**config.mk**
```make
export PLATFORM = sky130hd
export DESIGN_NAME = semi_deterministic_backoff_top
export DESIGN_NICKNAME = d
export VERILOG_FILES = /design/src/design/sdb_pkg.sv /design/src/design/sdb_seq.sv /design/src/design/sdb_dp.sv /design/src/design/semi_deterministic_backoff_top.sv
export VERILOG_INCLUDE_DIRS = /design/src /design/src/design
export SDC_FILE = /design/constraint.sdc
export NUM_CORES = 1
export LEC_CHECK = 0
export BUFFER_PORTS_ARGS = -buffer_cell sky130_fd_sc_hd__buf_4
export CAP_MARGIN = 20
export CORE_AREA = 5 5 208 210
export DETAILED_ROUTE_END_ITERATION = 7
export DIE_AREA = 0 0 213 215
export GPL_ROUTABILITY_DRIVEN = 1
export PLACE_DENSITY_LB_ADDON = 0.08
export REMOVE_ABC_BUFFERS = 1
export SLEW_MARGIN = 20
export SYNTH_ARGS = -nofsm -noshare
export SYNTH_HDL_FRONTEND = slang
export SYNTH_SLANG_ARGS = --single-unit
```
**constraint.sdc**
```tcl
create_clock -name clk_i -period 13.2 [get_ports clk_i]
set_input_delay 2.64 -clock clk_i [delete_from_list [all_inputs] [get_ports clk_i]]
set_output_delay 2.64 -clock clk_i [all_outputs]
set_load 0.05 [all_outputs]
```
**src/design/assert_macros.svh**
```systemverilog
// Assertion macros for the backoff controller RTL.
// Depends on nothing; files that assert include it by name.
`ifndef ASSERT_MACROS_SVH
`define ASSERT_MACROS_SVH

// Clocked assertion with explicit clock and active-low reset.
`define SDB_ASSERT_CLK(label, clk, rst_n, prop, msg) \
  label: assert property (@(posedge clk) disable iff (!rst_n) prop) else $error(msg);

// Clocked assertion on the block's clk_i and rst_ni.
`define SDB_ASSERT(label, prop, msg) \
  `SDB_ASSERT_CLK(label, clk_i, rst_ni, prop, msg)

`endif

```
**src/design/sdb_pkg.sv**
```systemverilog
// Package of the semi-deterministic backoff controller: widths, codes, types,
// the microcode table and the entry-point decode. Depends on nothing.
`default_nettype none

package sdb_pkg;

  localparam int CW_W        = 10;
  localparam int FAIL_W      = 4;
  localparam int Q_W         = 16;
  localparam int SLOT_W      = 20;
  localparam int PSI_W       = 4;
  localparam int KIND_W      = 3;
  localparam int PC_W        = 5;
  localparam int APB_AW      = 5;
  localparam int APB_DW      = 32;
  localparam int REG_IDX_W   = 3;
  localparam int IN_TDATA_W  = 40;
  localparam int OUT_TDATA_W = 56;
  localparam int MUL_A_W     = 17;
  localparam int MUL_B_W     = 16;
  localparam int PROD_W      = MUL_A_W + MUL_B_W;
  localparam int DET_W       = 25;

  localparam logic [KIND_W-1:0] KIND_ACK       = 3'd0;
  localparam logic [KIND_W-1:0] KIND_MISS_ACK  = 3'd1;
  localparam logic [KIND_W-1:0] KIND_MISS_CTS  = 3'd2;
  localparam logic [KIND_W-1:0] KIND_COLLISION = 3'd3;
  localparam logic [KIND_W-1:0] KIND_NOACK_END = 3'd4;

  localparam logic [REG_IDX_W-1:0] REG_CW_MIN = 3'd0;
  localparam logic [REG_IDX_W-1:0] REG_CW_MAX = 3'd1;
  localparam logic [REG_IDX_W-1:0] REG_ALPHA  = 3'd2;
  localparam logic [REG_IDX_W-1:0] REG_PSI    = 3'd3;
  localparam logic [REG_IDX_W-1:0] REG_PHI    = 3'd4;

  localparam logic [CW_W-1:0]  CW_MIN_RST = 10'd15;
  localparam logic [CW_W-1:0]  CW_MAX_RST = 10'd1023;
  localparam logic [Q_W-1:0]   ALPHA_RST  = 16'd52429;
  localparam logic [PSI_W-1:0] PSI_RST    = 4'd6;
  localparam logic [Q_W-1:0]   PHI_RST    = 16'd64395;

  localparam logic [SLOT_W-1:0] SLOT_MAX = 20'hFFFFF;
  localparam logic [FAIL_W-1:0] FAIL_MAX = 4'd15;
  localparam logic [Q_W-1:0]    Q_FULL   = 16'hFFFF;

  typedef enum logic [3:0] {
    OP_NOP,
    OP_RESET_WIN,
    OP_MUL_A,
    OP_MAC_B,
    OP_LOAD_RATIO,
    OP_SUCC_SLOT,
    OP_CLR_RATIO,
    OP_SLOT,
    OP_FAIL_UPD,
    OP_POW_INIT,
    OP_POW_STEP,
    OP_POW_DONE,
    OP_DET_SLOT
  } sdb_op_e;

  typedef enum logic [2:0] {
    COND_NEVER,
    COND_ALWAYS,
    COND_PSI_LE1,
    COND_CNT_GT1,
    COND_RATIO_GT
  } sdb_cond_e;

  typedef struct packed {
    sdb_op_e         op;
    sdb_cond_e       cond;
    logic [PC_W-1:0] target;
    logic            last;
  } sdb_uword_t;

  typedef struct packed {
    logic [CW_W-1:0]  cw_min;
    logic [CW_W-1:0]  cw_max;
    logic [Q_W-1:0]   alpha;
    logic [PSI_W-1:0] psi;
    logic [Q_W-1:0]   phi;
  } sdb_cfg_t;

  typedef struct packed {
    logic psi_le1;
    logic cnt_gt1;
    logic ratio_gt;
  } sdb_flags_t;

  typedef struct packed {
    logic              backoff_valid;
    logic [SLOT_W-1:0] backoff_slots;
    logic              deterministic;
    logic [CW_W-1:0]   window_now;
    logic [FAIL_W-1:0] failures_now;
    logic [Q_W-1:0]    ratio_now;
  } sdb_res_t;

  // program addresses
  localparam logic [PC_W-1:0] PC_NONE     = 5'd0;
  localparam logic [PC_W-1:0] PC_ACK      = 5'd1;
  localparam logic [PC_W-1:0] PC_DROP     = 5'd6;
  localparam logic [PC_W-1:0] PC_SLOT     = 5'd8;
  localparam logic [PC_W-1:0] PC_CTS      = 5'd9;
  localparam logic [PC_W-1:0] PC_MISS_ACK = 5'd10;
  localparam logic [PC_W-1:0] PC_POW_STEP = 5'd12;
  localparam logic [PC_W-1:0] PC_POW_DONE = 5'd13;
  localparam logic [PC_W-1:0] PC_DET      = 5'd16;
  localparam logic [PC_W-1:0] PC_NOACK    = 5'd17;
  localparam logic [PC_W-1:0] PC_LAST     = 5'd17;

  function automatic sdb_uword_t mk(sdb_op_e op, sdb_cond_e cond,
                                    logic [PC_W-1:0] target, logic last);
    sdb_uword_t w;
    w.op     = op;
    w.cond   = cond;
    w.target = target;
    w.last   = last;
    return w;
  endfunction

  function automatic sdb_uword_t rom_word(logic [PC_W-1:0] pc);
    sdb_uword_t w;
    unique case (pc)
      5'd0:    w = mk(OP_NOP,        COND_NEVER,    PC_NONE,     1'b1);
      5'd1:    w = mk(OP_RESET_WIN,  COND_NEVER,    PC_NONE,     1'b0);
      5'd2:    w = mk(OP_MUL_A,      COND_NEVER,    PC_NONE,     1'b0);
      5'd3:    w = mk(OP_MAC_B,      COND_NEVER,    PC_NONE,     1'b0);
      5'd4:    w = mk(OP_LOAD_RATIO, COND_NEVER,    PC_NONE,     1'b0);
      5'd5:    w = mk(OP_SUCC_SLOT,  COND_NEVER,    PC_NONE,     1'b1);
      5'd6:    w = mk(OP_RESET_WIN,  COND_NEVER,    PC_NONE,     1'b0);
      5'd7:    w = mk(OP_CLR_RATIO,  COND_NEVER,    PC_NONE,     1'b0);
      5'd8:    w = mk(OP_SLOT,       COND_NEVER,    PC_NONE,     1'b1);
      5'd9:    w = mk(OP_FAIL_UPD,   COND_ALWAYS,   PC_SLOT,     1'b0);
      5'd10:   w = mk(OP_FAIL_UPD,   COND_NEVER,    PC_NONE,     1'b0);
      5'd11:   w = mk(OP_POW_INIT,   COND_PSI_LE1,  PC_POW_DONE, 1'b0);
      5'd12:   w = mk(OP_POW_STEP,   COND_CNT_GT1,  PC_POW_STEP, 1'b0);
      5'd13:   w = mk(OP_POW_DONE,   COND_NEVER,    PC_NONE,     1'b0);
      5'd14:   w = mk(OP_NOP,        COND_RATIO_GT, PC_DET,      1'b0);
      5'd15:   w = mk(OP_CLR_RATIO,  COND_ALWAYS,   PC_SLOT,     1'b0);
      5'd16:   w = mk(OP_DET_SLOT,   COND_NEVER,    PC_NONE,     1'b1);
      5'd17:   w = mk(OP_RESET_WIN,  COND_ALWAYS,   PC_SLOT,     1'b0);
      default: w = mk(OP_NOP,        COND_NEVER,    PC_NONE,     1'b1);
    endcase
    return w;
  endfunction

  function automatic logic [PC_W-1:0] entry_pc(logic [KIND_W-1:0] kind,
                                               logic retry, logic last);
    logic [PC_W-1:0] pc;
    unique case (kind)
      KIND_ACK:       pc = last ? PC_ACK : PC_NONE;
      KIND_MISS_ACK:  pc = retry ? PC_MISS_ACK : PC_DROP;
      KIND_MISS_CTS:  pc = retry ? PC_CTS : PC_DROP;
      KIND_COLLISION: pc = PC_SLOT;
      KIND_NOACK_END: pc = PC_NOACK;
      default:        pc = PC_NONE;
    endcase
    return pc;
  endfunction

endpackage

`default_nettype wire

```
**src/design/sdb_seq.sv**
```systemverilog
// Microcode sequencer: step counter, control ROM lookup and conditional jumps.
// Depends on sdb_pkg and assert_macros.svh.
`default_nettype none
`include "assert_macros.svh"

module sdb_seq (
  input  wire                         clk_i,
  input  wire                         rst_ni,
  input  wire                         start_i,
  input  wire  [sdb_pkg::PC_W-1:0]    entry_i,
  input  sdb_pkg::sdb_flags_t         flags_i,
  input  wire                         out_free_i,
  output sdb_pkg::sdb_op_e            op_o,
  output logic                        busy_o,
  output logic                        load_o
);

  logic                     busy_q, busy_d;
  logic                     fin_q, fin_d;
  logic [sdb_pkg::PC_W-1:0] pc_q, pc_d;
  sdb_pkg::sdb_uword_t      word;
  logic                     take;
  logic                     run;

  assign word = sdb_pkg::rom_word(pc_q);
  assign run  = busy_q && !fin_q;

  always_comb begin
    unique case (word.cond)
      sdb_pkg::COND_NEVER:    take = 1'b0;
      sdb_pkg::COND_ALWAYS:   take = 1'b1;
      sdb_pkg::COND_PSI_LE1:  take = flags_i.psi_le1;
      sdb_pkg::COND_CNT_GT1:  take = flags_i.cnt_gt1;
      sdb_pkg::COND_RATIO_GT: take = flags_i.ratio_gt;
      default:                take = 1'b0;
    endcase
  end

  assign load_o = fin_q && out_free_i;
  assign busy_o = busy_q;
  assign op_o   = run ? word.op : sdb_pkg::OP_NOP;

  always_comb begin
    busy_d = busy_q;
    fin_d  = fin_q;
    pc_d   = pc_q;
    if (start_i) begin
      busy_d = 1'b1;
      pc_d   = entry_i;
    end else if (run) begin
      if (word.last) begin
        fin_d = 1'b1;
      end else begin
        pc_d = take ? word.target : sdb_pkg::PC_W'(pc_q + 1'b1);
      end
    end else if (load_o) begin
      busy_d = 1'b0;
      fin_d  = 1'b0;
    end
  end

  always_ff @(posedge clk_i or negedge rst_ni) begin
    if (!rst_ni) begin
      busy_q <= 1'b0;
      fin_q  <= 1'b0;
      pc_q   <= sdb_pkg::PC_NONE;
    end else begin
      busy_q <= busy_d;
      fin_q  <= fin_d;
      pc_q   <= pc_d;
    end
  end

  `SDB_ASSERT(a_fin_busy, fin_q |-> busy_q, "finish flag without active program")
  `SDB_ASSERT(a_start_idle, start_i |-> !busy_q, "start while a program runs")
  `SDB_ASSERT(a_pc_range, busy_q |-> (pc_q <= sdb_pkg::PC_LAST), "step counter off program")
  `SDB_ASSERT(a_load_idle, load_o |=> !busy_q, "sequencer still busy after handover")

endmodule

`default_nettype wire

```
**src/design/sdb_dp.sv**
```systemverilog
// Datapath: backoff state, one shared 17x16 multiplier, accumulator, power loop
// registers and result registers, driven by the sequencer's op. Depends on sdb_pkg.
`default_nettype none

module sdb_dp (
  input  wire                          clk_i,
  input  wire                          rst_ni,
  input  sdb_pkg::sdb_cfg_t            cfg_i,
  input  wire                          start_i,
  input  wire  [sdb_pkg::Q_W-1:0]      rand_slot_i,
  input  wire  [sdb_pkg::Q_W-1:0]      rand_fraction_i,
  input  sdb_pkg::sdb_op_e             op_i,
  output sdb_pkg::sdb_flags_t          flags_o,
  output sdb_pkg::sdb_res_t            res_o
);

  logic [sdb_pkg::CW_W-1:0]    window_q, window_d;
  logic [sdb_pkg::FAIL_W-1:0]  fail_q, fail_d;
  logic [sdb_pkg::Q_W-1:0]     ratio_q, ratio_d;
  logic [31:0]                 acc_q, acc_d;
  logic [sdb_pkg::Q_W-1:0]     pw_q, pw_d;
  logic [sdb_pkg::PSI_W-1:0]   cnt_q, cnt_d;
  logic [sdb_pkg::Q_W-1:0]     rslot_q, rslot_d;
  logic [sdb_pkg::Q_W-1:0]     rfrac_q, rfrac_d;
  logic                        valid_q, valid_d;
  logic                        det_q, det_d;
  logic [sdb_pkg::SLOT_W-1:0]  slots_q, slots_d;

  logic [sdb_pkg::MUL_A_W-1:0] mul_a;
  logic [sdb_pkg::MUL_B_W-1:0] mul_b;
  logic [sdb_pkg::PROD_W-1:0]  prod;
  logic [sdb_pkg::PROD_W-1:0]  mac_sum;
  logic [sdb_pkg::PROD_W-1:0]  rnd_prod;
  logic [sdb_pkg::CW_W:0]      win_dbl;
  logic [sdb_pkg::CW_W-1:0]    base;
  logic [sdb_pkg::DET_W-1:0]   det_shift;

  always_comb begin
    mul_a = '0;
    mul_b = '0;
    unique case (op_i)
      sdb_pkg::OP_MUL_A: begin
        mul_a = 17'h10000 - {1'b0, cfg_i.alpha};
        mul_b = ratio_q;
      end
      sdb_pkg::OP_MAC_B: begin
        mul_a = {1'b0, cfg_i.alpha};
        mul_b = cfg_i.phi;
      end
      sdb_pkg::OP_POW_STEP: begin
        mul_a = {1'b0, pw_q};
        mul_b = ratio_q;
      end
      sdb_pkg::OP_SLOT: begin
        mul_a = sdb_pkg::MUL_A_W'({1'b0, window_q} + 11'd1);
        mul_b = rslot_q;
      end
      default: begin
      end
    endcase
  end

  assign prod      = mul_a * mul_b;
  assign mac_sum   = {1'b0, acc_q} + prod + 33'd32768;
  assign rnd_prod  = prod + 33'd32768;
  assign win_dbl   = {window_q, 1'b1};
  assign base      = sdb_pkg::CW_W'(({1'b0, cfg_i.cw_min} + 11'd1) >> 1);
  assign det_shift = sdb_pkg::DET_W'(base) << fail_q;

  always_comb begin
    window_d = window_q;
    fail_d   = fail_q;
    ratio_d  = ratio_q;
    acc_d    = acc_q;
    pw_d     = pw_q;
    cnt_d    = cnt_q;
    rslot_d  = rslot_q;
    rfrac_d  = rfrac_q;
    valid_d  = valid_q;
    det_d    = det_q;
    slots_d  = slots_q;
    if (start_i) begin
      rslot_d = rand_slot_i;
      rfrac_d = rand_fraction_i;
      valid_d = 1'b0;
      det_d   = 1'b0;
      slots_d = '0;
    end else begin
      unique case (op_i)
        sdb_pkg::OP_RESET_WIN: begin
          window_d = cfg_i.cw_min;
          fail_d   = '0;
        end
        sdb_pkg::OP_MUL_A:      acc_d   = prod[31:0];
        sdb_pkg::OP_MAC_B:      acc_d   = mac_sum[31:0];
        sdb_pkg::OP_LOAD_RATIO: ratio_d = acc_q[31:16];
        sdb_pkg::OP_SUCC_SLOT: begin
          valid_d = 1'b1;
          det_d   = 1'b1;
          slots_d = sdb_pkg::SLOT_W'(base);
        end
        sdb_pkg::OP_CLR_RATIO:  ratio_d = '0;
        sdb_pkg::OP_SLOT: begin
          valid_d = 1'b1;
          slots_d = sdb_pkg::SLOT_W'(prod[25:16]);
        end
        sdb_pkg::OP_FAIL_UPD: begin
          if (fail_q != sdb_pkg::FAIL_MAX) begin
            fail_d = fail_q + 1'b1;
          end
          window_d = (win_dbl < {1'b0, cfg_i.cw_max}) ? win_dbl[sdb_pkg::CW_W-1:0]
                                                      : cfg_i.cw_max;
        end
        sdb_pkg::OP_POW_INIT: begin
          pw_d  = ratio_q;
          cnt_d = cfg_i.psi - 1'b1;
        end
        sdb_pkg::OP_POW_STEP: begin
          pw_d  = rnd_prod[31:16];
          cnt_d = cnt_q - 1'b1;
        end
        sdb_pkg::OP_POW_DONE: begin
          ratio_d = (cfg_i.psi == '0) ? sdb_pkg::Q_FULL : pw_q;
        end
        sdb_pkg::OP_DET_SLOT: begin
          valid_d = 1'b1;
          det_d   = 1'b1;
          slots_d = (det_shift > sdb_pkg::DET_W'(sdb_pkg::SLOT_MAX)) ?
                    sdb_pkg::SLOT_MAX : det_shift[sdb_pkg::SLOT_W-1:0];
        end
        default: begin
        end
      endcase
    end
  end

  always_ff @(posedge clk_i or negedge rst_ni) begin
    if (!rst_ni) begin
      window_q <= sdb_pkg::CW_MIN_RST;
      fail_q   <= '0;
      ratio_q  <= '0;
    end else begin
      window_q <= window_d;
      fail_q   <= fail_d;
      ratio_q  <= ratio_d;
    end
  end

  always_ff @(posedge clk_i) begin
    acc_q   <= acc_d;
    pw_q    <= pw_d;
    cnt_q   <= cnt_d;
    rslot_q <= rslot_d;
    rfrac_q <= rfrac_d;
    valid_q <= valid_d;
    det_q   <= det_d;
    slots_q <= slots_d;
  end

  assign flags_o.psi_le1  = cfg_i.psi <= 4'd1;
  assign flags_o.cnt_gt1  = cnt_q > 4'd1;
  assign flags_o.ratio_gt = ratio_q > rfrac_q;

  assign res_o.backoff_valid = valid_q;
  assign res_o.backoff_slots = slots_q;
  assign res_o.deterministic = det_q;
  assign res_o.window_now    = window_q;
  assign res_o.failures_now  = fail_q;
  assign res_o.ratio_now     = ratio_q;

endmodule

`default_nettype wire

```
**src/design/semi_deterministic_backoff_top.sv**
```systemverilog
// Backoff controller for a Wi-Fi MAC, one event in and one result out per item.
// Each event runs the microcode program at its entry point: one for a success, one
// for an ignored event, one for a collision, one each for a retried CTS loss and a
// no-ack end, one for a dropped frame and one for a retried missed ack, in which the
// power loop reuses the single 17x16 multiplier once per exponent step. A result
// still waiting in the output register holds the sequencer until it can move. The
// next event is taken as soon as the result has moved to the output register.
// Top level: config registers, stream ports, output register;
// depends on sdb_pkg, sdb_seq and sdb_dp.
`default_nettype none

module semi_deterministic_backoff_top (
  input  wire                                 clk_i,
  input  wire                                 rst_ni,
  // APB configuration port
  input  wire                                 psel,
  input  wire                                 penable,
  input  wire                                 pwrite,
  input  wire  [sdb_pkg::APB_AW-1:0]          paddr,
  input  wire  [sdb_pkg::APB_DW-1:0]          pwdata,
  output logic [sdb_pkg::APB_DW-1:0]          prdata,
  output logic                                pready,
  // event stream
  input  wire                                 s_axis_tvalid,
  output logic                                s_axis_tready,
  // tdata: retry_allowed, rand_slot[15:0], rand_fraction[15:0], zero fill
  input  wire  [sdb_pkg::IN_TDATA_W-1:0]      s_axis_tdata,
  // tuser: kind[2:0]
  input  wire  [sdb_pkg::KIND_W-1:0]          s_axis_tuser,
  // tlast: last_fragment
  input  wire                                 s_axis_tlast,
  // result stream
  output logic                                m_axis_tvalid,
  input  wire                                 m_axis_tready,
  // tdata: backoff_valid, backoff_slots[19:0], window_now[9:0],
  //        failures_now[3:0], ratio_now[15:0], zero fill
  output logic [sdb_pkg::OUT_TDATA_W-1:0]     m_axis_tdata,
  // tuser: deterministic
  output logic                                m_axis_tuser
);

  sdb_pkg::sdb_cfg_t                 cfg_q, cfg_d;
  logic [sdb_pkg::REG_IDX_W-1:0]     reg_idx;
  logic                              cfg_wr;

  logic                              busy;
  logic                              load;
  logic                              start;
  logic                              out_free;
  sdb_pkg::sdb_op_e                  op;
  sdb_pkg::sdb_flags_t               flags;
  sdb_pkg::sdb_res_t                 res;

  logic                              out_valid_q, out_valid_d;
  logic [sdb_pkg::OUT_TDATA_W-1:0]   out_data_q, out_data_d;
  logic                              out_user_q, out_user_d;

  assign pready  = 1'b1;
  assign reg_idx = paddr[sdb_pkg::APB_AW-1:2];
  assign cfg_wr  = psel && penable && pwrite && pready;

  always_comb begin
    cfg_d = cfg_q;
    if (cfg_wr) begin
      unique case (reg_idx)
        sdb_pkg::REG_CW_MIN: cfg_d.cw_min = pwdata[sdb_pkg::CW_W-1:0];
        sdb_pkg::REG_CW_MAX: cfg_d.cw_max = pwdata[sdb_pkg::CW_W-1:0];
        sdb_pkg::REG_ALPHA:  cfg_d.alpha  = pwdata[sdb_pkg::Q_W-1:0];
        sdb_pkg::REG_PSI:    cfg_d.psi    = pwdata[sdb_pkg::PSI_W-1:0];
        sdb_pkg::REG_PHI:    cfg_d.phi    = pwdata[sdb_pkg::Q_W-1:0];
        default: begin
        end
      endcase
    end
  end

  always_comb begin
    unique case (reg_idx)
      sdb_pkg::REG_CW_MIN: prdata = sdb_pkg::APB_DW'(cfg_q.cw_min);
      sdb_pkg::REG_CW_MAX: prdata = sdb_pkg::APB_DW'(cfg_q.cw_max);
      sdb_pkg::REG_ALPHA:  prdata = sdb_pkg::APB_DW'(cfg_q.alpha);
      sdb_pkg::REG_PSI:    prdata = sdb_pkg::APB_DW'(cfg_q.psi);
      sdb_pkg::REG_PHI:    prdata = sdb_pkg::APB_DW'(cfg_q.phi);
      default:             prdata = '0;
    endcase
  end

  assign s_axis_tready = !busy;
  assign start         = s_axis_tvalid && s_axis_tready;
  assign out_free      = !out_valid_q || m_axis_tready;

  sdb_seq u_seq (
    .clk_i      (clk_i),
    .rst_ni     (rst_ni),
    .start_i    (start),
    .entry_i    (sdb_pkg::entry_pc(s_axis_tuser, s_axis_tdata[0], s_axis_tlast)),
    .flags_i    (flags),
    .out_free_i (out_free),
    .op_o       (op),
    .busy_o     (busy),
    .load_o     (load)
  );

  sdb_dp u_dp (
    .clk_i           (clk_i),
    .rst_ni          (rst_ni),
    .cfg_i           (cfg_q),
    .start_i         (start),
    .rand_slot_i     (s_axis_tdata[16:1]),
    .rand_fraction_i (s_axis_tdata[32:17]),
    .op_i            (op),
    .flags_o         (flags),
    .res_o           (res)
  );

  always_comb begin
    out_valid_d = out_valid_q;
    out_data_d  = out_data_q;
    out_user_d  = out_user_q;
    if (load) begin
      out_valid_d = 1'b1;
      out_data_d  = {5'b0, res.ratio_now, res.failures_now, res.window_now,
                     res.backoff_slots, res.backoff_valid};
      out_user_d  = res.deterministic;
    end else if (m_axis_tready) begin
      out_valid_d = 1'b0;
    end
  end

  always_ff @(posedge clk_i or negedge rst_ni) begin
    if (!rst_ni) begin
      cfg_q.cw_min <= sdb_pkg::CW_MIN_RST;
      cfg_q.cw_max <= sdb_pkg::CW_MAX_RST;
      cfg_q.alpha  <= sdb_pkg::ALPHA_RST;
      cfg_q.psi    <= sdb_pkg::PSI_RST;
      cfg_q.phi    <= sdb_pkg::PHI_RST;
      out_valid_q  <= 1'b0;
    end else begin
      cfg_q        <= cfg_d;
      out_valid_q  <= out_valid_d;
    end
  end

  always_ff @(posedge clk_i) begin
    out_data_q <= out_data_d;
    out_user_q <= out_user_d;
  end

  assign m_axis_tvalid = out_valid_q;
  assign m_axis_tdata  = out_data_q;
  assign m_axis_tuser  = out_user_q;

endmodule

`default_nettype wire

```
; Yosys cells after proc, flatten, opt, wreduce, memory -nomap -nowiden
; Memories as Yosys holds them, arrays and structs flattened.
; Cells that the tools add are included.
[classes]
add_sub_neg = 10
multipliers = 1
magnitude_cmp = 5
n_eq_ne = 29
shifts = 1
n_mux = 31
bitwise = 1
reduce_logical = 37
[ops]
columns = operator, n
row1 = 16-bit one-hot mux with 3 select lines, 2
row2 = 16-bit one-hot mux with 5 select lines, 1
row3 = 17-bit one-hot mux with 4 select lines, 1
row4 = "32-bit by 16-bit adder with 32-bit output, second input constant", 2
row5 = 32-bit one-hot mux with 2 select lines, 1
row6 = 20-bit one-hot mux with 3 select lines, 1
row7 = 32-bit adder, 1
row8 = 17-bit by 16-bit multiplier with 32-bit output, 1
row9 = 16-bit one-hot mux with 2 select lines, 1
row10 = "25-bit by 20-bit greater-than comparator with 1-bit output, second input constant", 1
row11 = 5-bit one-hot mux with 5 select lines, 1
row12 = 10-bit by 4-bit left shift with 25-bit output, 1
row13 = "10-bit by 1-bit adder with 11-bit output, second input constant", 2
row14 = 2-bit AND reduction, 11
row15 = "4-bit == test, second input constant", 5
row16 = 20-bit 2-to-1 mux, 1
row17 = 5-bit 2-to-1 mux, 4
row18 = 10-bit one-hot mux with 2 select lines, 1
row19 = "3-bit by 2-bit == test with 1-bit output, second input constant", 6
row20 = "17-bit by 16-bit subtractor with 17-bit output, first input constant", 1
row21 = "4-bit by 3-bit == test with 1-bit output, second input constant", 4
row22 = 16-bit greater-than comparator, 1
row23 = 16-bit 2-to-1 mux, 1
row24 = 4-bit 2-to-1 mux, 4
row25 = other kinds (28), 60
[totals]
regBits = 252
romBits = 384
inputBits = 88
out_inout_bits = 92
elab_cells = 138
n_memories = 1
[memory_table]
columns = memory, depth, word_bits, read_ports, rd_ports_with_merged_regs, write_ports, line
row1 = (no name shown), 32, 12, 1, 0, 0, sdb_pkg.sv:125  ; unique case (pc)

; Depth between registers and ports, before layout
; Gate-level depths: netlist of run 1.
[depth]
word_depth = 10
mapped_depth = 47
depth_no_buf = 44

; Hierarchy
; A second synthesis of run 1 with hierarchy kept.
[hier_totals]
cells_unflattened = 2669
area_unflattened_um2 = 24676.2
[modules_own_cells]
columns = mod, instances, cells_each, area_each_um2, seq_area_each_um2
row1 = sdb_dp, 1, 2270, 19247.2, 3718.6
row2 = semi_deterministic_backoff_top, 1, 285, 4523.1, 3032.9
row3 = sdb_seq, 1, 114, 905.9, 175.2

; Least setup slack after synthesis of run 1
; No wires, ideal clock.
[synth_path]
kind = register to register
startpoint = register u_seq.pc_q[0] (netlist bit)
endpoint = register u_dp.acc_q[31], data pin
setup_ns = 0.261
arrival_ns = 11.731
required_ns = 12.939
path_slack_ns = 1.208
path_stages_with_launch = 41
n_path_buf = 4
period_less_slack_ns = 11.992
path_cell_list = dfrtp_1 -> inv_1 -> ha_1 -> and3b_1 -> a311oi_1 -> nand2_1 -> nor2_1 -> nand2_1 -> clkbuf_1 -> o31ai_1 -> a221o_1 -> clkbuf_1 -> nand2_1 -> fa_1 -> fa_1 -> fa_1 -> inv_1 -> fa_1 -> [5 not listed] -> and3_1 -> clkbuf_1 -> a311oi_1 -> o211ai_1 -> a311o_1 -> and2_1 -> clkbuf_1 -> ha_1 -> ha_1 -> a21o_1 -> a21oi_1 -> nor2b_1 -> a311o_1 -> a41o_1 -> a211o_1 -> o31ai_1 -> mux2i_1 -> xnor2_1
[synth_via]
elab_chain_cells = 9
word_cells_on_any_way = 13
cone_classes = add/sub (2) / mul (1) / eq/ne (4) / mux (4) / reduce/logical (1) / memory (1)
[synth_lines]
columns = item, line
row1 = from (decl), sdb_seq.sv:20  ; logic [sdb_pkg::PC_W-1:0] pc_q, pc_d;
row2 = from (signal assigned), sdb_seq.sv:66  ; pc_q <= sdb_pkg::PC_NONE;
row3 = from (signal assigned), sdb_seq.sv:70  ; pc_q <= pc_d;
row4 = memory read 32 x 12 bit (*), n/a
row5 = 4-bit 2-to-1 mux (*), sdb_seq.sv:41  ; assign op_o = run ? word.op : sdb_pkg::OP_NOP;
row6 = 4-bit by 2-bit == test with 1-bit output or 4-bit == test (tied branches), "sdb_dp.sv:41, sdb_dp.sv:89"
row7 = 2-bit OR reduction (no source line), n/a
row8 = 16-bit one-hot mux with 3 select lines, sdb_dp.sv:41  ; unique case (op_i)
row9 = 17-bit by 16-bit multiplier with 32-bit output, sdb_dp.sv:63  ; assign prod = mul_a * mul_b;
row10 = 32-bit adder, sdb_dp.sv:64  ; assign mac_sum = {1'b0, acc_q} + prod + 33'd32768;
row11 = 32-bit by 16-bit adder with 32-bit output, sdb_dp.sv:64
row12 = 32-bit one-hot mux with 2 select lines (*), sdb_dp.sv:89  ; unique case (op_i)
row13 = to (signal assigned), sdb_dp.sv:150  ; acc_q <= acc_d;
row14 = to (decl), sdb_dp.sv:20  ; logic [31:0] acc_q, acc_d;
; Mark *: on every way between the ends. The rest lies on a longest branch, timed or not.
; A chain may end at the register's enable or synchronous reset.

; Final worst setup path of run 1
; Same ends and word-level chain as after synthesis.

==> results of run 1 <==
-- cells in the final DEF (no fill, tap or decap), types with 13 or more instances in the layout --
master / instances
sky130_fd_sc_hd__a211oi_1: 24
sky130_fd_sc_hd__nor2b_1: 29
sky130_fd_sc_hd__xnor2_1: 53
sky130_fd_sc_hd__dfrtp_1: 54
sky130_fd_sc_hd__conb_1: 22
sky130_fd_sc_hd__nor2_1: 243
sky130_fd_sc_hd__and2_1: 38
sky130_fd_sc_hd__mux2_2: 52
sky130_fd_sc_hd__fa_1: 208
sky130_fd_sc_hd__and3_1: 23
sky130_fd_sc_hd__nand4_1: 15
sky130_fd_sc_hd__o21ai_0: 141
sky130_fd_sc_hd__o21a_1: 18
sky130_fd_sc_hd__nand2_1: 333
sky130_fd_sc_hd__nor3_1: 19
sky130_fd_sc_hd__o31ai_1: 13
sky130_fd_sc_hd__buf_4: 184
sky130_fd_sc_hd__or3_1: 13
sky130_fd_sc_hd__mux2i_1: 37
sky130_fd_sc_hd__dfxtp_1: 22
sky130_fd_sc_hd__inv_1: 323
sky130_fd_sc_hd__a22oi_1: 40
sky130_fd_sc_hd__xor2_1: 36
sky130_fd_sc_hd__a21oi_1: 94
sky130_fd_sc_hd__dfstp_2: 40
sky130_fd_sc_hd__edfxtp_1: 136
sky130_fd_sc_hd__nand3_1: 32
sky130_fd_sc_hd__clkbuf_16: 32
sky130_fd_sc_hd__a31oi_1: 28
sky130_fd_sc_hd__a21o_1: 36
sky130_fd_sc_hd__nand2b_1: 21
sky130_fd_sc_hd__ha_1: 204
-- routing by layer --
metal | track usage, % | up-vias | routed length, um | share of wire [%]
li1 | - | 9181 | - | -
met1 | 42.5 | 9915 | 29000 | 41
met2 | 48.7 | 828 | 32900 | 47
met3 | 5.91 | 147 | 6070 | 8.6
met4 | 10.5 | 0 | 2610 | 3.7
met5 | 0 | - | 0 | 0
-- state kept, by name, indices dropped and copies added, names as in the netlist --
name           count
u_dp.cnt_q         4
u_seq.busy_o       1
u_dp.det_q         1
u_dp.window_q     10
m_axis_tvalid      1
u_dp.valid_q       1
u_dp.rslot_q      16
u_dp.fail_q        4
u_dp.slots_q      20
u_seq.pc_q         5
u_dp.rfrac_q      16
u_dp.pw_q         16
m_axis_tdata      51
m_axis_tuser       1
cfg_q             56
u_dp.acc_q        32
u_dp.ratio_q      16
u_seq.fin_q        1
-- power breakdown --
| group | internal [mW] | switching [mW] |
|---|---|---|
| Sequential | 1.13 | 0.249 |
| Combinational | 0.917 | 1.77 |
| Clock | 0.485 | 0.356 |
-- layout make-up --
| type | count | area (um2) | area share [%] |
|---|---|---|---|
| antenna | 2 | 5.00 | 0.0185 |
| clock buffer | 45 | 920 | 3.40 |
| clock inverter | 11 | 96.3 | 0.356 |
| inverter | 325 | 1220 | 4.51 |
| multi-input combinational | 1956 | 15800 | 58.3 |
| sequential | 252 | 6930 | 25.6 |
| tap | 539 | 674 | 2.49 |
| timing repair buffer | 186 | 1420 | 5.26 |
-- cell families after synthesis --
group / synth area share (%)
xor+xnor: 3.26
other cells: 0.0307
flops: 28.4
simple gates: 15.5
fa+ha+maj: 27.5
mux: 4.01
compound gates: 13.7
buf+inv: 7.60
-- cells in the mapped netlist, types with 10 or more instances --
library cell                 n  area share, %
sky130_fd_sc_hd__xnor2_1    53            1.9
sky130_fd_sc_hd__a211oi_1   24           0.74
sky130_fd_sc_hd__nand3_1    32           0.66
sky130_fd_sc_hd__fa_1      208             17
sky130_fd_sc_hd__or3_1      13           0.33
sky130_fd_sc_hd__nand2b_1   21           0.54
sky130_fd_sc_hd__clkbuf_1  101            1.6
sky130_fd_sc_hd__and3_1     23           0.59
sky130_fd_sc_hd__nand3b_1   10           0.31
sky130_fd_sc_hd__edfxtp_1  136             17
sky130_fd_sc_hd__a31oi_1    28           0.72
sky130_fd_sc_hd__dfxtp_1    22            1.8
sky130_fd_sc_hd__o21a_1     18           0.55
sky130_fd_sc_hd__and2_1     39            1.0
sky130_fd_sc_hd__nand4_1    15           0.38
sky130_fd_sc_hd__o31ai_1    13           0.40
sky130_fd_sc_hd__or2_2      10           0.26
sky130_fd_sc_hd__a221oi_1   10           0.36
sky130_fd_sc_hd__xor2_1     36            1.3
sky130_fd_sc_hd__mux2i_1    37            1.5
sky130_fd_sc_hd__dfrtp_1    54            5.5
sky130_fd_sc_hd__nor3_1     20           0.41
sky130_fd_sc_hd__nor2b_1    29           0.74
sky130_fd_sc_hd__dfstp_2    40            4.3
sky130_fd_sc_hd__o211ai_1   11           0.34
sky130_fd_sc_hd__nor2_1    246            3.8
sky130_fd_sc_hd__o21ai_0   141            2.9
sky130_fd_sc_hd__a21oi_1    95            1.9
sky130_fd_sc_hd__inv_1     324            5.0
sky130_fd_sc_hd__a21o_1     36            1.1
sky130_fd_sc_hd__nand2_1   333            5.1
sky130_fd_sc_hd__a22oi_1    40            1.2
sky130_fd_sc_hd__buf_4      23           0.71
sky130_fd_sc_hd__ha_1      204             10
sky130_fd_sc_hd__mux2_2     52            2.4
-- stage by stage --
step           setup WS [ns]  hold slack, ns  utilization [%]
2_1_floorplan          -1.25           0.403                -
3_3_place_gp           0.965           0.414             62.8
3_5_place_dp           0.783           0.422             62.8
4_1_cts                0.729           0.435             65.3
5_1_grt                0.128           0.438             65.3
6_report               0.594           0.434             65.3
-- final timing paths --
path                                  startpoint                to  slack (ns)
worst max-delay path               u_seq.pc_q[0]    u_dp.acc_q[31]        0.59
worst min-delay path            u_dp.slots_q[12]  m_axis_tdata[13]        0.43
worst max register to register     u_seq.pc_q[0]    u_dp.acc_q[31]        0.59
worst min register to register  u_dp.slots_q[12]  m_axis_tdata[13]        0.43
max in group asynchronous                 rst_ni          cfg_q[6]       10.03
min in group asynchronous                 rst_ni      u_seq.busy_o        2.02
==> results.json, run 1 <==
{
  "run_status": "complete, no violations",
  "post-route-drc-count": 0,
  "globalplace.congestion": 0.969,
  "ctsHoldBuffers": 0,
  "drt-initial-drc-count": 1652,
  "viasPerCell": 6.05,
  "stdcell_count": 3316,
  "final.fill_count": 3425,
  "required_ns": 13.55,
  "synthesis.instances": 2651,
  "cap_viol_max_count": 0,
  "hold_path.class": "reg -> reg",
  "final_design_area_no_fill_mm2": 0.0270,
  "worstHoldPathCells": 0,
  "grt_first_pass_wirelength_mm": 111,
  "crit_family": "adder cells",
  "cts_htree_levels": 1,
  "critical_path.n_buffers_inverters": 6,
  "critical_path.endpoint_type": "register",
  "numCtsBuffers": 30,
  "clock.fmax_ghz": 0.0793,
  "insertion_delay_ns": 0.60,
  "grt_max_degree": 59,
  "post_dp_cell_area_mm2": 0.0260,
  "cts_sinks": 252,
  "syn-cell-area_mm2": 0.0244,
  "grt-ovfl-total": 0,
  "initial_utilization_pct": 59.0,
  "synth-seq-cells": 252,
  "tritoncts": "yes",
  "wirelength_mm": 70.6,
  "p_per_area_mw_per_mm2": 182,
  "timing.slew.headroom_pct": 26.8,
  "fp.dieArea_mm2": 0.0458,
  "grt_util_all_layers_pct": 30.7,
  "vias_in_the_first_global_route": 20100,
  "cts.repair_timing.setup_buffer_count": 0,
  "portBuffers": 132,
  "most_common_cell_on_crit_path": "sky130_fd_sc_hd__fa_1",
  "post_route_cells_drive_above_1_share_pct": 13.2,
  "timing.critical_path.arrival_ns": 12.95,
  "dpl.hpwl_mm": 55.3,
  "period_needed_ns": 12.61,
  "grt_antenna_before_repair": 1,
  "worst_path_largest_cell_delay_ns": 0.64,
  "post_synth_edffs": 136,
  "yosys_most_used_dff": "sky130_fd_sc_hd__edfxtp_1",
  "worst_voltage_drop_across_the_vdd_grid_v": 0.000180,
  "critical_path.slowest_cell": "sky130_fd_sc_hd__or2_2",
  "overall_via_count_from_detail_route": 20100,
  "place_inst": 3258,
  "design.final.nets": 3251,
  "fin_skew_ns": 0.0310,
  "dieHeight_um": 215,
  "dr.pass1.iters": 5,
  "final.setup.tns_ns": 0,
  "wire_per_inst_um": 21.3,
  "drtAntennaViolNets": 0,
  "cts-root-to-sink-buffers": 3,
  "leakage_component_of_the_power_nw": 12.4,
  "clk_pin_slew_ns": 0.06,
  "path_max_fanout": 24,
  "timing.setup.critical_path_class": "reg -> reg",
  "worstRegToRegCells": 36,
  "core-area_mm2": 0.0414,
  "synthToLayoutAreaGrowth_pct": 10.7,
  "grt_setup_unrepaired": "no",
  "power_mw": 4.91,
  "finalHoldViolCount": 0,
  "synth_async_sr_flop_share_pct": 37.3,
  "syn_area_per_cell_um2": 9.21,
  "die-width_um": 213,
  "timing_max_transition_violations_final": 0,
  "io_pins": 180,
  "setup_viol": 0,
  "synth-seq-area-share_pct": 28.4,
  "floorplan.rows": 75,
  "final_min_period_over_clock_period_pct": 95.5,
  "synthDistinctLibCells": 88,
  "worstSetupStartpointType": "register",
  "yosysWarningCount": 0,
  "critical_path_cell_count": 36,
  "cts_resized": 0,
  "ctsRootBufferMaster": "sky130_fd_sc_hd__clkbuf_16",
  "worstMarginPinSlew_ns": 1.09
}
No activity file was read; power rests on OpenSTA's default activity.
==> run 2, diff against run 1 <==
--- a/config.mk
+++ b/config.mk
@@ -6,11 +6,12 @@
 export SDC_FILE = /design/constraint.sdc
 export NUM_CORES = 1
 export LEC_CHECK = 0
+export ABC_AREA = 1
 export BUFFER_PORTS_ARGS = -buffer_cell sky130_fd_sc_hd__buf_4
 export CAP_MARGIN = 20
-export CORE_AREA = 5 5 208 210
+export CORE_AREA = 2 2 212 214
 export DETAILED_ROUTE_END_ITERATION = 7
-export DIE_AREA = 0 0 213 215
+export DIE_AREA = 0 0 214 216
 export GPL_ROUTABILITY_DRIVEN = 1
 export PLACE_DENSITY_LB_ADDON = 0.08
 export REMOVE_ABC_BUFFERS = 1
==> results.json, run 2 <==
{
  "run_status": "complete, no violations",
  "ctsRootBufferMaster": "sky130_fd_sc_hd__clkbuf_16",
  "fin_skew_ns": 0.0371,
  "dr.pass1.iters": 8,
  "dpl.hpwl_mm": 63.4,
  "cts-root-to-sink-buffers": 3,
  "syn_area_per_cell_um2": 7.75,
  "numCtsBuffers": 30,
  "post_route_cells_drive_above_1_share_pct": 10.4,
  "clk_pin_slew_ns": 0.06,
  "pre_cts_slack_ns": 2.34,
  "worstMarginPinSlew_ns": 1.10,
  "overall_via_count_from_detail_route": 23100,
  "design.final.nets": 3941,
  "worst_voltage_drop_across_the_vdd_grid_v": 0.000142,
  "drtAntennaViolNets": 0,
  "power_frac_clock_pct": 20.7,
  "switching_power_mw": 1.91,
  "path_max_fanout": 36,
  "post_synthesis_cell_type_with_the_largest_combined_area": "sky130_fd_sc_hd__fa_1",
  "grt_antenna_before_repair": 0,
  "grt_first_pass_wirelength_mm": 125,
  "synthToLayoutAreaGrowth_pct": 8.91,
  "cts.repair_timing.setup_buffer_count": 0,
  "core-area_mm2": 0.0438,
  "crit_family": "adder cells",
  "p_per_area_mw_per_mm2": 142,
  "io_pins": 180,
  "grt_util_all_layers_pct": 34.6,
  "finalHoldViolCount": 0,
  "grt_setup_unrepaired": "no",
  "globalplace.congestion": 0.979,
  "final_cell_mix": "sky130_fd_sc_hd__nand2_1, sky130_fd_sc_hd__inv_1, sky130_fd_sc_hd__nor2_1, sky130_fd_sc_hd__o21ai_0, sky130_fd_sc_hd__fa_1",
  "critical_path.slowest_cell": "sky130_fd_sc_hd__nor2_2",
  "insertion_delay_ns": 0.58,
  "vias_in_the_first_global_route": 22600,
  "timing.setup.critical_path_class": "reg -> reg",
  "synthMostInstantiatedCell": "sky130_fd_sc_hd__nand2_1",
  "ctsHoldBuffers": 0,
  "final.fill_count": 3840,
  "power.internal_mw": 2.11,
  "top_cell_type_s_share_of_synthesized_area_pct": 16.0,
  "grt_max_degree": 68,
  "die-width_um": 214,
  "most_common_cell_on_crit_path": "sky130_fd_sc_hd__nand2_1",
  "fp.dieArea_mm2": 0.0462,
  "fin_hold_ws_ns": 0.428,
  "floorplan.rows": 77,
  "swShare_pct": 47.5,
  "timing.slew.headroom_pct": 26.2,
  "final.setup.tns_ns": 0,
  "critical_path.endpoint_type": "register",
  "setup_viol": 0,
  "syn-cell-area_mm2": 0.0260,
  "dieHeight_um": 216,
  "portBuffers": 132,
  "comb_power_share_pct": 45.8,
  "drt-initial-drc-count": 2413,
  "post-route-drc-count": 0,
  "r2r-end": "u_dp.acc_q[30]",
  "synth-seq-cells": 252,
  "critical_path.endpoint": "u_dp.acc_q[30]",
  "power.sequential.fraction_pct": 33.4,
  "hold_path.class": "reg -> reg",
  "worstRegToRegCells": 45,
  "post_dp_cell_area_mm2": 0.0273,
  "final_design_area_no_fill_mm2": 0.0283,
  "tritoncts": "yes",
  "grt-ovfl-total": 0,
  "worstReg2RegStart": "u_seq.pc_q[0]",
  "cap_viol_max_count": 0,
  "timing_max_transition_violations_final": 0,
  "synthDistinctLibCells": 70,
  "power_mw": 4.01,
  "startpoint": "u_seq.pc_q[0]",
  "final_min_period_over_clock_period_pct": 84.7,
  "wirelength_mm": 79.8,
  "post_synth_edffs": 136,
  "ys_top_cells_by_count": "sky130_fd_sc_hd__nand2_1, sky130_fd_sc_hd__inv_1, sky130_fd_sc_hd__nor2_1",
  "viasPerCell": 5.69,
  "cts_htree_levels": 1,
  "yosys_most_used_dff": "sky130_fd_sc_hd__edfxtp_1",
  "wire_per_inst_um": 19.7,
  "synthesis.instances": 3351,
  "diodes": 0,
  "initial_utilization_pct": 59.3,
  "critical_path.n_buffers_inverters": 10,
  "place_inst": 4001,
  "leakage_component_of_the_power_nw": 14.0,
  "synth_async_sr_flop_share_pct": 37.3,
  "mostFrequentLayoutCell": "sky130_fd_sc_hd__nand2_1",
  "worstSetupStartpointType": "register",
  "largest_register": "cfg_q",
  "period_needed_ns": 11.18,
  "final_util_pct": 64.6,
  "synth-seq-area-share_pct": 26.7,
  "clock.fmax_ghz": 0.0895,
  "yosysWarningCount": 0,
  "ff2ff_setup_slack_ns": 2.02,
  "cts_resized": 0,
  "post-route-worst-setup-slack_ns": 2.02,
  "cts_sinks": 252,
  "critical_path_cell_count": 45,
  "stdcell_count": 4057,
  "synthTopCellsByArea": "sky130_fd_sc_hd__fa_1, sky130_fd_sc_hd__edfxtp_1, sky130_fd_sc_hd__nand2_1",
  "worst_path_largest_cell_delay_ns": 0.62,
  "timing.critical_path.arrival_ns": 11.48,
  "required_ns": 13.50,
  "largest_register_ffs": 56
}
-- run 2: cell count changes in the layout (fill, tap and decap cells not counted), moves of 32 or more --
cell / change
sky130_fd_sc_hd__mux2i_1: -36
sky130_fd_sc_hd__a22oi_1: -40
sky130_fd_sc_hd__buf_4: -39
sky130_fd_sc_hd__nand2_1: +499
sky130_fd_sc_hd__mux2_2: -52
sky130_fd_sc_hd__xnor2_1: -38
sky130_fd_sc_hd__nor2_1: +44
sky130_fd_sc_hd__inv_2: +32
sky130_fd_sc_hd__inv_1: +292
sky130_fd_sc_hd__and2_1: -32
sky130_fd_sc_hd__o21ai_0: +74
sky130_fd_sc_hd__nand3_1: +115
-- run 2: worst reg2reg max path: cells and delay by family, from the launching register on --
family,cells,cell delay [ns]
compound gates,2,0.47
fa+ha+maj,10,4.61
buf+inv,10,1.57
flops,1,0.50
simple gates,23,3.74
-- run 2: area by class of cell --
cell class / count / area [um2] / share of cell area (%)
multi-input combinational: 2355 / 16100 / 56.8
tap: 592 / 741 / 2.62
inverter: 657 / 2480 / 8.77
clock buffer: 40 / 871 / 3.08
timing repair buffer: 145 / 1090 / 3.85
clock inverter: 16 / 128 / 0.451
sequential: 252 / 6930 / 24.5
-- run 2: power by group through the flow --
stage	Sequential (mW)	Clock [mW]	Combinational, mW
finish	1.34	0.832	1.84
global route	1.36	0.866	2.01
CTS	1.33	0.842	1.82
detailed placement	1.34	0	1.81
global placement	1.34	0	1.77
floorplan	1.46	0	1.05
-- run 2: logic make-up (layout without fill, tap and decap cells) --
group                      count (synthesis)  count (layout)  share of synthesized area, %
AOI/OAI and AO/OA                        483             483                          11.5
DFF                                      252             252                          26.7
xor gates and xnor gates                  41              41                          1.44
other                                      2              22                        0.0289
buffers and inverters                    764             858                          11.9
adders and majority gates                412             412                          25.9
muxes                                      1               1                        0.0385
and+or+nand+nor                         1396            1396                          22.5
-- run 2: metal layers --
layer / GRT usage [%] / up-vias / wire, um
li1: - / 10800 / -
met1: 48.5 / 11100 / 34200
met2: 53.9 / 1075 / 35100
met3: 7.03 / 176 / 7560
met4: 11.7 / 0 / 2820
met5: 0 / - / 0
-- run 2: worst min path at each step --
| stage | startpoint | endpoint | cells past startpoint |
|---|---|---|---|
| detailed placement | u_dp.slots_q[8] | m_axis_tdata[9] | 0 |
| floorplan | u_dp.slots_q[0] | m_axis_tdata[1] | 0 |
| global route | u_dp.slots_q[1] | m_axis_tdata[2] | 0 |
| global placement | u_dp.slots_q[0] | m_axis_tdata[1] | 0 |
| finish | u_dp.slots_q[1] | m_axis_tdata[2] | 0 |
| CTS | u_dp.slots_q[1] | m_axis_tdata[2] | 0 |
